### src/rtl/ip_search_tree_lookup_core_macros.svh
// Assertion macros for the search tree lookup core.
// Used by the top level; expects clk and rst_n in scope.
`ifndef IP_SEARCH_TREE_LOOKUP_CORE_MACROS_SVH
`define IP_SEARCH_TREE_LOOKUP_CORE_MACROS_SVH

// Same-cycle implication, off during reset.
`define ISTL_ASSERT_IMP(label, ante, cons) \
    label: assert property (@(posedge clk) disable iff (!rst_n) (ante) |-> (cons)) \
        else $error("istl: same-cycle check failed");

// Next-cycle implication, off during reset.
`define ISTL_ASSERT_NEXT(label, ante, cons) \
    label: assert property (@(posedge clk) disable iff (!rst_n) (ante) |=> (cons)) \
        else $error("istl: next-cycle check failed");

`endif

### src/rtl/istl_pkg.sv
// Shared types, codes and record decode for the search tree lookup core.
// No dependencies.
`timescale 1ns / 1ps

package istl_pkg;

    localparam int NODE_COUNT_W = 13;
    localparam int RSIZE_W      = 6;
    localparam int VER_W        = 3;
    localparam int CFG_W        = 32;
    localparam int REG_IDX_W    = 3;
    localparam int COUNT_W      = 8;
    localparam int ADDR_BITS    = 128;

    localparam logic [REG_IDX_W-1:0] REG_NODE_COUNT   = 3'd0;
    localparam logic [REG_IDX_W-1:0] REG_RECORD_SIZE  = 3'd1;
    localparam logic [REG_IDX_W-1:0] REG_TREE_VERSION = 3'd2;
    localparam logic [REG_IDX_W-1:0] REG_SECTION_BASE = 3'd3;
    localparam logic [REG_IDX_W-1:0] REG_FILE_LENGTH  = 3'd4;

    localparam logic MODE_LOAD   = 1'b0;
    localparam logic MODE_LOOKUP = 1'b1;

    localparam logic [1:0] STATUS_NOT_FOUND = 2'd0;
    localparam logic [1:0] STATUS_FOUND     = 2'd1;
    localparam logic [1:0] STATUS_ERROR     = 2'd2;

    localparam logic [RSIZE_W-1:0] RSIZE_24 = 6'd24;
    localparam logic [RSIZE_W-1:0] RSIZE_28 = 6'd28;
    localparam logic [VER_W-1:0]   VER_4    = 3'd4;
    localparam logic [VER_W-1:0]   VER_6    = 3'd6;

    localparam logic [COUNT_W-1:0] V4_WALK   = 8'd32;
    localparam logic [COUNT_W-1:0] FULL_WALK = 8'd128;
    localparam logic [31:0]        DELTA_MIN = 32'd16;
    localparam logic [7:0]         NIBBLE_MASK = 8'h0f;

    typedef enum logic [1:0] {
        S_IDLE,
        S_WALK,
        S_CHECK,
        S_EMIT
    } state_t;

    typedef struct packed {
        logic start;
        logic mem_write;
        logic step;
        logic set_err;
        logic set_nf;
        logic latch_delta;
        logic check;
        logic load_out;
    } cmd_t;

    typedef struct packed {
        logic v6_err;
        logic rec_eq;
        logic rec_gt;
        logic last_bit;
    } stat_t;

    function automatic logic [31:0] get_record(input logic [63:0] word,
                                               input logic [RSIZE_W-1:0] rsize,
                                               input logic dir);
        logic [7:0] mid;
        mid = word[39:32];
        if (rsize == RSIZE_24)
            get_record = dir ? {8'd0, word[39:16]} : {8'd0, word[63:40]};
        else if (rsize == RSIZE_28)
            get_record = dir ? {4'd0, mid[3:0] & NIBBLE_MASK[3:0], word[31:8]}
                             : {4'd0, mid[7:4], word[63:40]};
        else
            get_record = dir ? word[31:0] : word[63:32];
    endfunction

endpackage

### src/rtl/istl_ctrl.sv
// Controller state machine for the search tree lookup core.
// Depends on istl_pkg; drives istl_datapath through cmd_t.
`timescale 1ns / 1ps

module istl_ctrl
(
    input  logic            clk,
    input  logic            rst_n,
    input  logic            in_valid,
    output logic            in_ready,
    input  logic            mode,
    output logic            out_valid,
    input  logic            out_ready,
    input  istl_pkg::stat_t stat,
    output istl_pkg::cmd_t  cmd
);

    istl_pkg::state_t state_reg;
    istl_pkg::state_t state_next;
    logic             out_valid_reg;
    logic             out_valid_next;
    logic             accept;

    assign in_ready  = (state_reg == istl_pkg::S_IDLE);
    assign accept    = in_valid && in_ready;
    assign out_valid = out_valid_reg;

    always_comb
    begin
        state_next = state_reg;
        case (state_reg)
            istl_pkg::S_IDLE:
            begin
                if (accept && mode == istl_pkg::MODE_LOOKUP)
                    state_next = stat.v6_err ? istl_pkg::S_EMIT : istl_pkg::S_WALK;
            end
            istl_pkg::S_WALK:
            begin
                if (stat.rec_eq)
                    state_next = istl_pkg::S_EMIT;
                else if (stat.rec_gt)
                    state_next = istl_pkg::S_CHECK;
                else if (stat.last_bit)
                    state_next = istl_pkg::S_EMIT;
            end
            istl_pkg::S_CHECK:
                state_next = istl_pkg::S_EMIT;
            istl_pkg::S_EMIT:
            begin
                if (!out_valid_reg || out_ready)
                    state_next = istl_pkg::S_IDLE;
            end
            default:
                state_next = istl_pkg::S_IDLE;
        endcase
    end

    always_comb
    begin
        cmd = '0;
        case (state_reg)
            istl_pkg::S_IDLE:
            begin
                if (accept)
                begin
                    if (mode == istl_pkg::MODE_LOAD)
                        cmd.mem_write = 1'b1;
                    else
                    begin
                        cmd.start   = 1'b1;
                        cmd.set_err = stat.v6_err;
                    end
                end
            end
            istl_pkg::S_WALK:
            begin
                if (stat.rec_eq)
                    cmd.set_nf = 1'b1;
                else if (stat.rec_gt)
                    cmd.latch_delta = 1'b1;
                else
                begin
                    cmd.step   = 1'b1;
                    cmd.set_nf = stat.last_bit;
                end
            end
            istl_pkg::S_CHECK:
                cmd.check = 1'b1;
            istl_pkg::S_EMIT:
                cmd.load_out = !out_valid_reg || out_ready;
            default:
                cmd = '0;
        endcase
    end

    always_comb
    begin
        out_valid_next = out_valid_reg;
        if (cmd.load_out)
            out_valid_next = 1'b1;
        else if (out_ready)
            out_valid_next = 1'b0;
    end

    always_ff @(posedge clk or negedge rst_n)
    begin
        if (!rst_n)
        begin
            state_reg     <= istl_pkg::S_IDLE;
            out_valid_reg <= 1'b0;
        end
        else
        begin
            state_reg     <= state_next;
            out_valid_reg <= out_valid_next;
        end
    end

endmodule

### config.mk
export PLATFORM = sky130hd
export DESIGN_NAME = istl_ctrl
export DESIGN_NICKNAME = d
export VERILOG_FILES = /design/src/rtl/ip_search_tree_lookup_core_macros.svh /design/src/rtl/istl_pkg.sv /design/src/rtl/istl_ctrl.sv
export SDC_FILE = /design/constraint.sdc
export NUM_CORES = 1
export LEC_CHECK = 0
export ABC_AREA = 1
export BUFFER_PORTS_ARGS = -buffer_cell sky130_fd_sc_hd__clkbuf_2
export CORE_AREA = 2 2 39 41
export DETAILED_ROUTE_END_ITERATION = 10
export DIE_AREA = 0 0 41 43
export GPL_ROUTABILITY_DRIVEN = 0
export PLACE_DENSITY_LB_ADDON = 0.12
export SKIP_LAST_GASP = 1
export SLEW_MARGIN = 40
export SYNTH_ARGS = -nofsm -noshare
export SYNTH_HDL_FRONTEND = slang
export SYNTH_SLANG_ARGS = --single-unit
### constraint.sdc
create_clock -name clk -period 1.3 [get_ports clk]
set_input_delay 0.26 -clock clk [delete_from_list [all_inputs] [get_ports clk]]
set_output_delay 0.26 -clock clk [all_outputs]
set_load 0.01 [all_outputs]
==> results of run 1 <==
==> synth_stat cells <==
cell type and count:
a21oi_1 4, buf_4 1, dfrtp_1 3, ha_1 4, inv_1 7, inv_2 3
nand2_1 16, nand2_2 1, nand3_1 3, nand3_2 2, nor2_1 5, nor2_2 1
nor3_1 1, o21ai_1 1
==> cell families (layout without fill, tap and decap cells) <==
logic type | Yosys count | count (layout) | share of synthesized area [%]
and+or+nand+nor | 29 | 29 | 40.2
buffers and inverters | 11 | 40 | 13.8
AOI/OAI and AO/OA | 5 | 5 | 7.66
DFF | 3 | 3 | 23.0
adders and majority gates | 4 | 4 | 15.3
==> worst max-delay path: cells and delay by family (launching register included) <==
kind	cells	cell delay, ns
DFF	1	0.45
buffers and inverters	2	0.23
adders and majority gates	1	0.17
and+or+nand+nor	2	0.12
==> layer usage <==
metal | up-vias | part of all wire (%)
met5 | - | 0
met4 | 0 | 0
met3 | 0 | 5.3
met2 | 11 | 52
met1 | 166 | 43
li1 | 216 | -
==> power breakdown <==
part	leakage, nW	internal (W)	switching [W]	total (W)
clock network	0.0150	0.000115	0.0000531	0.000168
logic	0.292	0.000485	0.000466	0.000951
registers	0.0343	0.000151	0.0000780	0.000229
==> per-stage QoR <==
step | cells | total power (W) | util [%] | setup slack [ns]
CTS | 97 | 0.00125 | 41.2 | -0.198
detailed placement | 89 | 0.000894 | 33.4 | -0.0285
global placement | 89 | 0.000896 | 33.4 | -0.0170
finish | 97 | 0.00135 | 43.7 | -0.171
global route | 97 | 0.00151 | 43.7 | -0.256
floorplan | 52 | 0.000641 | - | 0.0288
==> layout make-up <==
type	instances	share of cell area, %
clock buffer	4	4.35
inverter	10	7.04
multi-input combinational	38	43.9
sequential	3	12.8
tap	16	3.31
timing repair buffer	26	28.6
==> cell usage in the layout (no fill, tap or decap), types with 2 or more instances in the layout <==
cell type  instances
a21oi_1            3
nand2_2            2
nand3_2            3
nor2_1             4
ha_4               3
clkbuf_4           3
inv_2              4
buf_6              4
buf_4              5
inv_1              4
nor2_2             2
nand2_1           15
clkbuf_2           9
dfrtp_2            2
nand3_1            2
inv_4              2
buf_2              7
==> final timing paths <==
kind	from	endpoint	slack (ns)	cells past startpoint
worst max-delay path	state_reg[0]	cmd[4]	-0.17	5
worst min-delay path	out_ready	out_valid	0.28	4
worst max register to register	state_reg[0]	state_reg[0]	0.02	8
worst min register to register	out_valid	out_valid	0.54	2
max in group asynchronous	rst_n	state_reg[0]	0.81	2
min in group asynchronous	rst_n	out_valid	0.36	2
==> timing repair <==
| item | CTS | global route |
|---|---|---|
| cloned | 0 | 0 |
| buffers inserted | 3 | 1 |
| endpoints found under the setup margin | 9 | 11 |
| resized for setup | 11 | 21 |
| endpoints found under the hold margin | 3 | 0 |
| hold buffers | 1 | 0 |
| pin swaps | 3 | 5 |
==> impl_metrics.yaml, run 1 <==
layout:
  multiInputGateArea_um2: 265
  drive_above_1_share_pct: 60.5
  fin_area_um2: 604
  num_antenna_cells: 0
  area_delta_synth_final_pct: 85.1
  fillers: 148
  regArea_um2: 77.6
  largest_reg_flops: 2
  layout.nets: 95
sta:
  hold_viol_final: 0
  maxSlewHeadroom_pct: 90.1
  min_period_ns: 1.47
  finalSetupViolCount: 9
  tightestPinTransition_ns: 0.148
  setup_tns_ns: -1.20
  slew_viol_final: 0
  clock-skew-final_ns: 0.00378
  fmax_mhz: 680
  hold_slack_ns: 0.280
  rsz0062_at_grt: "true"
  fin_crit_sh_pct: 113
  worst_slack_ns: -0.171
routing:
  viasPerCell: 4.05
  ant_nets: 0
  wl_per_cell_um: 9.07
  num_vias: 393
  drc: 0
  wirelength_um: 880
  drt_iter0_drc: 3
  firstDrtPassIters: 3
critical_path:
  crit_required_ns: 1.04
  critPathSlowestCell: "dfrtp_2"
  worstPathCellList: "inv_2 > ha_4 > nand2_2 > nor2_1 > buf_2"
  max_stage_delay_ns: 0.45
  path_class: "flip-flop to output pin"
  cp-start-kind: "flip-flop"
  critPathMaxFanout: 5
  arrival_ns: 1.21
  cp-end-kind: "output pin"
power_and_ir_drop:
  ir_drop_mv: 0.719
  power_leakage_nw: 0.341
  power.density_mw_per_mm2: 2230
global_routing:
  overflow: 0
  grtUsageMet3_pct: 6.28
  grt_pass1_vias: 355
  grt_max_degree: 6
  grt_pass1_wl_mm: 1.42
  grt.total_usage_pct: 12.1
  grt_use_met1_pct: 13.5
  antenna_found_initial: 0
  busiest_layer: "met2"
  grtUsageMet2_pct: 20.0
die:
  ios: 19
  die_h_um: 43
  row_count: 14
  die_x_um: 41
  placeableCoreArea_mm2: 0.00138
  initial_core_util_pct: 23.6
  dieArea_mm2: 0.00176
clock_tree:
  clock_latency_ns: 0.24
  htreeDepth: 1
  cts.clk_slew.worst_paths_ns: 0.04
  clockBufferDepth: 2
  cts_tree: "yes"
  root_buffer: "clkbuf_4"
  clock_sinks: 3
  cts_inserted_buffers: 3
placement:
  portBuffers: 18
  dpl.hpwl_um: 614
  placed_area_um2: 462
synthesis:
  synth.top_cells.by_area: "dfrtp_1 23%, nand2_1 18%, ha_1 15%, inv_1 8.0%, a21oi_1 6.1%"
  syn_nets: 65
  syn_inst: 52
  synth_top_area_share_pct: 23.0
  yosysWarnings: 0
  ys_ff_latch: 3
  ys_types: 14
  seq_area_frac_synth_pct: 23.0
  synth_top_area_cell: "dfrtp_1"
  syn-cell-area_um2: 327
  postSynthAreaPerCell_um2: 6.28
outcome:
  status: "finished, violations left"
  violations: "negative setup slack"
job:
  cap_viol_max_count: 0
min_path:
  hold_class: "input pin to flip-flop"
Power figures use the tool's default switching activity.
==> run 2, diff against run 1 <==
Settings changed: ABC_AREA 1 to default.
==> run 2 against run 1 <==
- the flow still finishes with violations (negative setup slack)
- flip-flop and latch count did not move
- sequential power fell by 8%
- synthesized area fell by 13%
- clock skew rose by 0.0044 ns
- die area did not move
- synthesized cell count fell by 40%
- critical endpoint unchanged
==> impl_metrics.yaml, run 2 <==
outcome:
  status: "finished, violations left"
  violations: "negative setup slack"
layout:
  fillers: 142
  layout.nets: 77
  largest_reg_flops: 2
  drive_above_1_share_pct: 65.1
  area_delta_synth_final_pct: 104
  num_antenna_cells: 0
  final_cell_mix: "11 x clkbuf_2, 8 x buf_4, 5 x buf_6"
  finish.utilization_pct: 42.1
  layout_commonest_cell: "clkbuf_2"
synthesis:
  seq_area_frac_synth_pct: 26.3
  yosys-top-cells-count: "4 x ha_1, 3 x dfrtp_1, 3 x inv_1, 3 x mux2i_1"
  yosysMostFrequentCell: "ha_1"
  synth_top_area_cell: "dfrtp_1"
  synth_edf_count: 0
  syn_nets: 44
  synth_top_area_share_pct: 26.3
  ys.flop_type: "dfrtp_1"
  yosysWarnings: 0
  synth.top_cells.by_area: "dfrtp_1 26%, ha_1 18%, mux2i_1 11%, and2_1 4.4%, nand2b_1 4.4%"
  ys_ff_latch: 3
  postSynthAreaPerCell_um2: 9.20
  synthArstFlopShare_pct: 100
  syn_inst: 31
  ys_types: 18
  syn-cell-area_um2: 285
routing:
  drc: 0
  drt_iter0_drc: 3
  num_vias: 339
  wl_per_cell_um: 9.90
  wirelength_um: 782
  firstDrtPassIters: 4
  ant_nets: 0
  viasPerCell: 4.29
die:
  row_count: 14
  die_h_um: 43
  die_x_um: 41
  dieArea_mm2: 0.00176
  placeableCoreArea_mm2: 0.00138
  initial_core_util_pct: 20.6
  ios: 19
power_and_ir_drop:
  clockPowerShare_pct: 13.1
  total_power_w: 0.00126
  power_leakage_nw: 0.311
  p_switching_w: 0.000472
  internal_power_w: 0.000792
  power_frac_seq_pct: 16.6
  ir_drop_mv: 0.837
  power.density_mw_per_mm2: 2170
  combPwrFrac_pct: 70.3
  swShare_pct: 37.3
placement:
  portBuffers: 18
  dpl.hpwl_um: 596
clock_tree:
  cts_tree: "yes"
  cts.clk_slew.worst_paths_ns: 0.04
  htreeDepth: 1
  clockBufferDepth: 2
  cts_inserted_buffers: 3
  clock_latency_ns: 0.23
  clock_sinks: 3
  root_buffer: "clkbuf_4"
global_routing:
  grtUsageMet3_pct: 3.14
  grt_use_met1_pct: 10.9
  busiest_layer: "met2"
  grt.total_usage_pct: 11.1
  grt_pass1_wl_mm: 1.26
  grt_max_degree: 5
  grtUsageMet2_pct: 17.5
  antenna_found_initial: 0
  overflow: 0
  grt_pass1_vias: 327
sta:
  slew_viol_final: 0
  rsz0062_at_grt: "true"
  min_period_ns: 1.57
  worst_slack_ns: -0.272
  tightestPinTransition_ns: 0.260
  hold_slack_ns: 0.331
  setup_tns_ns: -2.16
  maxSlewHeadroom_pct: 82.7
  clock-skew-final_ns: 0.00816
  finalSetupViolCount: 11
  fmax_mhz: 636
  hold_viol_final: 0
  fin_crit_sh_pct: 121
critical_path:
  critPathMaxFanout: 3
  path_class: "flip-flop to output pin"
  arrival_ns: 1.31
  worstPathCellList: "inv_2 > ha_4 > and3_4 > and2_4 > buf_6"
  max_stage_delay_ns: 0.41
  cp-start-kind: "flip-flop"
  crit_required_ns: 1.04
  cp-end-kind: "output pin"
  critPathSlowestCell: "dfrtp_1"
min_path:
  hold_class: "input pin to flip-flop"
job:
  cap_viol_max_count: 0
## run 2: cell types whose count changed in the layout (fill, tap and decap cells not counted), sizes merged, moves of 3 or more
cell and change:
nand2 -15, inv -7, a21oi -4, mux2i +3, nand3 -5, nor2 -4
## run 2: routing by layer
metal / part of all wire (%) / wire length [µm] / vias to the layer above
li1: - / - / 170
met1: 38 / 300 / 161
met2: 56 / 435 / 6
met3: 4.5 / 35 / 2
met4: 1.3 / 10 / 0
met5: 0 / 0 / -
## run 2: repair_timing
item | in CTS | in global routing
hold buffers | 1 | 0
pin swaps | 3 | 2
endpoints found under the setup margin | 11 | 11
hold endpoints to repair | 3 | 0
gates resized for setup | 6 | 12
buffers inserted | 5 | 2
## run 2: power by group through the flow
stage / Clock (W) / Combinational [W] / Sequential (W)
finish: 0.000165 / 0.000888 / 0.000210
global route: 0.000185 / 0.000984 / 0.000216
CTS: 0.000177 / 0.000820 / 0.000208
detailed placement: 0 / 0.000685 / 0.000202
global placement: 0 / 0.000703 / 0.000202
floorplan: 0 / 0.000409 / 0.000201
## run 2: area by class of cell
class	instances	area, µm²	share of cell area (%)
Sequential cell	3	76.3	13.1
Tap cell	16	20.0	3.43
Clock buffer	4	26.3	4.51
Multi-Input combinational cell	24	248	42.5
Inverter	3	11.3	1.93
Timing Repair Buffer	29	201	34.5
## run 2: path summary, 6_finish.rpt
| path | startpoint | to | slack, ns | cells past startpoint |
|---|---|---|---|---|
| setup reg to reg | state_reg[1] | state_reg[1] | -0.21 | 6 |
| max in group asynchronous | rst_n | state_reg[0] | 0.82 | 2 |
| hold / removal | out_ready | out_valid | 0.33 | 3 |
| min in group asynchronous | rst_n | state_reg[1] | 0.36 | 2 |
| setup / recovery | state_reg[1] | cmd[4] | -0.27 | 5 |
| hold reg to reg | out_valid | out_valid | 0.54 | 2 |
## run 2: cell families (layout without fill, tap and decap cells)
logic type / count (synthesis) / count (layout) / share of synthesized area [%]
mux: 3 / 3 / 10.5
simple gates: 14 / 14 / 29.8
buf+inv: 4 / 36 / 6.58
flops: 3 / 3 / 26.3
fa+ha+maj: 4 / 4 / 17.5
compound gates: 3 / 3 / 9.21
## run 2: metrics by stage
stage          setup slack [ns]  instances  area (µm²)
2_1_floorplan            -0.186         31         317
3_3_place_gp             -0.246         70         464
3_5_place_dp             -0.189         70         464
4_1_cts                  -0.276         78         551
5_1_grt                  -0.318         79         583
6_report                 -0.272         79         583
## run 2: critical path: cells and delay by family (launching register included)
family                   cells  cell delay, ns
flip-flops                   1            0.41
adder cells (fa/ha/maj)      1            0.15
buffers and inverters        2            0.22
AND/OR/NAND/NOR              2            0.29
